--- config.mk ---
export PLATFORM = sky130hd
export DESIGN_NAME = owos_div
export DESIGN_NICKNAME = d
export VERILOG_FILES = /design/src/hw/rtl/owos_pkg.sv /design/src/hw/rtl/owos_div.sv
export SDC_FILE = /design/constraint.sdc
export NUM_CORES = 1
export LEC_CHECK = 0
export CAP_MARGIN = 20
export CORE_MARGIN = 5
export CORE_UTILIZATION = 50
export CTS_BUF_LIST = sky130_fd_sc_hd__clkbuf_2 sky130_fd_sc_hd__clkbuf_4 sky130_fd_sc_hd__clkbuf_8
export CTS_CLUSTER_SIZE = 20
export DETAILED_ROUTE_END_ITERATION = 6
export DONT_BUFFER_PORTS = 1
export GPL_TIMING_DRIVEN = 0
export PLACE_DENSITY = 0.77
export SLEW_MARGIN = 10
export SYNTH_ARGS = -nofsm -noshare
export SYNTH_HDL_FRONTEND = slang
export SYNTH_SLANG_ARGS = --single-unit
--- constraint.sdc ---
create_clock -name clk -period 3.1 [get_ports clk]
set_input_delay 0.155 -clock clk [delete_from_list [all_inputs] [get_ports clk]]
set_output_delay 0.155 -clock clk [all_outputs]
set_load 0.01 [all_outputs]
--- src/hw/rtl/owos_pkg.sv ---
// Shared types and constants for the word window overlap score unit.
// No dependencies; every other file in hw/rtl refers to it by scoped names.
package owos_pkg;

  // Operation carried by the kind field of an input transfer.
  typedef enum logic [1:0] {
    KIND_USER_WORD   = 2'd0,
    KIND_SOURCE_WORD = 2'd1,
    KIND_COMPUTE     = 2'd2,
    KIND_CLEAR_ALL   = 2'd3
  } kind_t;

  // Sequencer states, one-hot.
  typedef enum logic [4:0] {
    ST_IDLE  = 5'b00001,
    ST_ULOAD = 5'b00010,
    ST_SCAN  = 5'b00100,
    ST_DIV   = 5'b01000,
    ST_DONE  = 5'b10000
  } state_t;

  localparam int unsigned KIND_BITS     = 2;
  localparam int unsigned CODE_BITS     = 32;
  localparam int unsigned CFG_BITS      = 4;
  localparam int unsigned SCORE_BITS    = 7;
  localparam int unsigned COUNT_BITS    = 11;
  localparam int unsigned PCT_SCALE     = 100;
  localparam int unsigned WINDOW_RESET  = 3;

endpackage

--- src/hw/rtl/owos_div.sv ---
// Multi-cycle restoring divider producing the 7-bit percentage quotient.
// Depends on owos_pkg for the quotient width.
module owos_div #(
  parameter int unsigned DEN_BITS = 11
) (
  input  logic                                          clk,
  input  logic                                          rst,
  input  logic                                          start,
  input  logic [DEN_BITS+owos_pkg::SCORE_BITS-1:0]      num,
  input  logic [DEN_BITS-1:0]                           den,
  output logic                                          done,
  output logic [owos_pkg::SCORE_BITS-1:0]               quo
);

  localparam int unsigned NUM_BITS = DEN_BITS + owos_pkg::SCORE_BITS;
  localparam int unsigned CNT_BITS = $clog2(owos_pkg::SCORE_BITS);

  logic                busy;
  logic [NUM_BITS-1:0] rem;
  logic [NUM_BITS-1:0] den_shift;
  logic [DEN_BITS-1:0] den_r;
  logic [CNT_BITS-1:0] cnt;

  // The numerator is below 128 times the divisor, so seven quotient bits suffice.
  assign den_shift = NUM_BITS'(den_r) << cnt;

  always_ff @(posedge clk) begin
    if (rst) begin
      busy <= 1'b0;
      done <= 1'b0;
    end else begin
      done <= 1'b0;
      if (start) begin
        busy <= 1'b1;
      end else if (busy && cnt == '0) begin
        busy <= 1'b0;
        done <= 1'b1;
      end
    end
  end

  always_ff @(posedge clk) begin
    if (start) begin
      rem   <= num;
      den_r <= den;
      cnt   <= CNT_BITS'(owos_pkg::SCORE_BITS - 1);
      quo   <= '0;
    end else if (busy) begin
      if (rem >= den_shift) begin
        rem      <= rem - den_shift;
        quo[cnt] <= 1'b1;
      end
      cnt <= cnt - 1'b1;
    end
  end

endmodule

After elaboration in Yosys (flattened, before gate mapping). Cells that the tools add are included.

Input port bits: 32. Output and inout bits: 8. Logic and storage cells: 30. Flip-flop bits (word level): 41.

Mux-type cells: 8. Bitwise logic cells: 1. Reductions and logical operators: 9. Shifts and indexed selects: 1. Add/subtract/negate cells: 2. Order comparisons: 3.

Operators by type and width (count): two-way mux 18 bit (3); greater-or-equal comparator 18 bit (1); << shifter 11 x 3 -> 18 bit (1); subtractor 18 bit (1); bitwise OR 7 bit (1); nonzero test 2 bit (3); less-than comparator 3 x 4 -> 1 bit (second input constant) (1); two-way mux 1 bit (4); AND reduction 2 bit (2); demux 1 bit (select 3 bit) (1); greater-or-equal comparator 3 x 1 -> 1 bit (second input constant) (1); zero test 3 bit (1); subtractor 3 x 1 -> 3 bit (second input constant) (1); logical AND 1 bit (2); OR reduction 2 bit (1).

Longest topological paths before layout.
Word-level depth: 5. Gate-level depth with buffers: 13. Gate-level depth less buffers: 12.

Least setup slack after synthesis. OpenSTA, ideal clock, no wires.

Kind: reg2reg. Start point: reg cnt[1]. End point: reg rem[0] (enable). Clock period less this slack: 3313 ps. Data required time: 2721 ps. Data arrival time: 2934 ps. Library setup time: 379 ps. Buffers on the path: 2. Stages on the path, launching flop included: 14. Setup slack: -213 ps. Cells stage by stage: dfxtp_1 buf_2 clkbuf_1 a211oi_1 a21oi_1 nand2_1 o21a_1 ha_1 a21oi_2 o21ai_2 nor2b_1 or3_4 o21ai_2 nand2_1.

Longest elaborated chain between the ends: 4.

Ends and longest elaborated chain: start: declaration (line owos_div.sv:22) `logic [CNT_BITS-1:0] cnt;`; start signal: assignment (line owos_div.sv:46) `cnt <= CNT_BITS'(owos_pkg::SCORE_BITS - 1);`; start signal: assignment (line owos_div.sv:53) `cnt <= cnt - 1'b1;`; << shifter 11 x 3 -> 18 bit (line owos_div.sv:25) `assign den_shift = NUM_BITS'(den_r) << cnt;`; greater-or-equal comparator 18 bit (line owos_div.sv:49) `if (rem >= den_shift) begin`; nonzero test 2 bit (no line); AND reduction 2 bit (no line); end signal: assignment (line owos_div.sv:44) `rem <= num;`; end signal: assignment (line owos_div.sv:50) `rem <= rem - den_shift;`; end: declaration (line owos_div.sv:19) `logic [NUM_BITS-1:0] rem;`.

No other way between the ends. A chain may end at the register's enable or synchronous reset.

Worst setup path in the final report.
Start point: reg cnt[1]. End point: reg rem[13] (enable).

Same word-level chain as after synthesis.

==> flow_metrics.tcl <==
set metrics [dict create \
    gp_congestion 0.955 \
    drtPass1Iterations 5 \
    yosysTopAreaCellShare_pct 29.6 \
    clk_pin_slew_worst_paths_ns 0.09 \
    ys.flop_type "edfxtp_1" \
    cts_max_level 2 \
    cts_made_buffers 5 \
    slew_violations 0 \
    start_kind "register" \
    violations "negative setup slack" \
    die_y_um 86.7 \
    dieArea_um2 7510 \
    drtIter0Drc 225 \
    status "complete, but fails checks" \
    num_vias 2627 \
    initial_utilization_pct 50.6 \
    seq_area_um2 1120 \
    drc 0 \
    coreArea_um2 5820 \
    cp_max_fo 10 \
    cts_root_buffer "clkbuf_8" \
    wl_um 8030 \
    die_w_um 86.7 \
    rsz0062_at_grt "true" \
    synth_edf_count 29 \
    diodes 0 \
    yosysTopAreaCell "edfxtp_1" \
    setup_viol 4 \
    ys_types 66 \
    finalSetupTns_ns -0.00340 \
    worstSetupEndpointType "register" \
    worst_hold_slack_ns 0.0347 \
    mappedNetlistArea_um2 2940 \
    place_hpwl_um 5290 \
    fin_crit_ns 3.10 \
    worst_slack_ns -0.00244 \
    yosys_warnings 0 \
    critPathArrivalTime_ns 3.12 \
    cp.required_ns 3.12 \
    clk_path_buf_depth 2 \
    p_int_mw 1.72 \
    swShare_pct 41.9 \
    grt-ovfl-total 0 \
    nets 395 \
    clockPowerShare_pct 15.6 \
    syn_nets 365 \
    final_common_cell "nand2_1" \
    viasPerCell 6.28 \
    power_density_nw_per_um2 821 \
    slowest_stage "or3_4" \
    worst-slew-pin-transition_ns 0.743 \
    crit_chain "buf_8, mux2i_2, a21oi_1, mux2i_1, ha_1, and4_1, o21ai_2, a211oi_2, or3_4, o21ai_4, buf_12, nand2_2" \
    comb_power_share_pct 56.6 \
    final_area_um2 3600 \
    syn_inst 312 \
    hold_viol 0 \
    grt_max_degree 15 \
    vdd_drop_max_mv 0.352 \
    power.switching_mw 1.24 \
    synthArstFlopShare_pct 0 \
    ant_nets 0 \
    placed_area_um2 3040 \
    cts_tree "done" \
    antenna_found_initial 0 \
    relSlewSlack_pct 50.5 \
    grt_pass1_vias 2414 \
    maxCapViolations 0 \
    grt_pass1_wl_um 11900 \
    syn_area_per_cell_um2 9.42 \
    multiInputGateArea_um2 1900 \
    fill_cells 469 \
    port_buffers 0 \
    skew_ns 0.00536 \
    synth_seq_cells 41 \
    clock_latency_ns 0.31 \
    period_share_pct 100 \
    num_rows 28 \
    layout-drive-gt1-share_pct 26.2 \
    synth.area.top_cells "edfxtp_1 (30%), ha_1 (8.5%), dfxtp_1 (8.2%)" \
    grt_usage_pct 20.6 \
    wl_per_cell_um 19.2 \
    critical_path_class "reg2reg" \
    p_seq_share_pct 27.8 \
    hp-class "in2reg" \
    critical-path-max-stage-delay_ns 0.43 \
    cts.sinks 41 \
    layout_common_cells "nand2_1 (44), edfxtp_1 (29), a21oi_1 (22), o21ai_0 (22), ha_1 (14)" \
    area_growth_pct 22.3 \
    fmaxAchievable_mhz 322 \
    p_leak_nw 1.33 \
    yosysSeqAreaShare_pct 37.8 \
    io_pins 40 \
]
==> sequential cells by signal, summed over array words and instances (netlist names) <==
register / flops
rem: 18
den_r: 11
quo: 7
cnt: 3
busy: 1
done: 1
==> final timing paths <==
kind	start	to	slack (ns)	depth (start not counted)
worst max register to register	cnt[1]	rem[13]	-0.002	12
worst min-delay path	num[14]	rem[14]	0.03	2
worst max-delay path	cnt[1]	rem[13]	-0.002	12
worst min register to register	quo[1]	quo[1]	0.53	1
==> synthesized netlist by cell type (2+ instances only) <==
master     count
nand4_1        5
nand3_1        6
a211oi_2       2
mux2i_1       12
ha_1          20
nor3b_1        3
and3_1         4
o32ai_1        2
nor3_1         5
dfxtp_1       12
o41ai_2        2
a211oi_1       2
nand2b_1       2
o31ai_2        3
a21oi_1       28
nor2b_1        4
o21ai_1        2
o2111ai_1      2
o21ai_0       24
o21ai_2        3
or3_1          2
nand2_1       46
nor4b_1        2
a31oi_1        2
xor2_1         6
nor2_1        12
buf_2          3
inv_1         12
mux2_2         4
xnor2_1        8
clkbuf_1       9
edfxtp_1      29
==> critical path: cells and delay by family, from the launching register on <==
kind	cells	cell delay, ns
AOI/OAI and AO/OA	4	0.49
and+or+nand+nor	3	0.74
buffers and inverters	2	0.32
adders and majority gates	1	0.32
muxes	2	0.54
DFF	1	0.39
==> power groups by stage <==
stage | clock network [mW] | registers (mW) | logic, mW
after floorplan | 0 | 0.798 | 1.15
after global placement | 0 | 0.815 | 1.36
after detailed placement | 0 | 0.821 | 1.40
after CTS | 0.460 | 0.809 | 1.50
after global routing | 0.489 | 0.833 | 1.84
final | 0.461 | 0.821 | 1.67
==> through the flow <==
| stage | power [mW] | worst slack (ns) | utilization (%) | cells |
|---|---|---|---|---|
| finish | 2.95 | -0.00244 | 61.9 | 418 |
| global route | 3.16 | -0.0971 | 61.9 | 418 |
| CTS | 2.77 | 0.0245 | 58.0 | 412 |
| detailed placement | 2.22 | -0.608 | 52.2 | 387 |
| global placement | 2.18 | -0.567 | 52.2 | 387 |
| floorplan | 1.95 | 0.0175 | - | 312 |
==> timing repair <==
item / in CTS / in global routing
pin swaps: 2 / 9
hold buffers: 13 / 0
endpoints found under the hold margin: 24 / 0
setup buffers: 3 / 5
cloned: 1 / 2
resized for setup: 19 / 43
endpoints found under the setup margin: 33 / 33
==> kinds of logic (layout without fill, tap and decap cells) <==
family / Yosys count / count (layout) / synth area share, %
compound gates: 88 / 88 / 20.9
simple gates: 101 / 104 / 17.0
buf+inv: 30 / 58 / 4.55
fa+ha+maj: 21 / 21 / 9.19
xor+xnor: 14 / 14 / 4.17
mux: 17 / 17 / 6.38
flops: 41 / 41 / 37.8
==> final cells by class <==
| class | instances | share of cell area (%) |
|---|---|---|
| repair buffers | 21 | 5.63 |
| well taps | 75 | 2.61 |
| plain buffers | 16 | 2.99 |
| flip-flops and latches | 41 | 31.1 |
| multi-input cells | 244 | 52.9 |
| clock buffers | 5 | 1.91 |
| clock inverters | 3 | 1.29 |
| inverters | 13 | 1.53 |
==> routing by layer <==
layer  track usage, %  up-vias  part of all wire (%)  wire length (um)
met5                0        -                     0                 0
met4             9.63        0                   4.0               322
met3             4.94       30                   7.7               622
met2             34.4      133                    48              3870
met1             25.0     1249                    40              3210
li1                 -     1215                     -                 -
No activity file was read; power rests on OpenSTA's default activity.
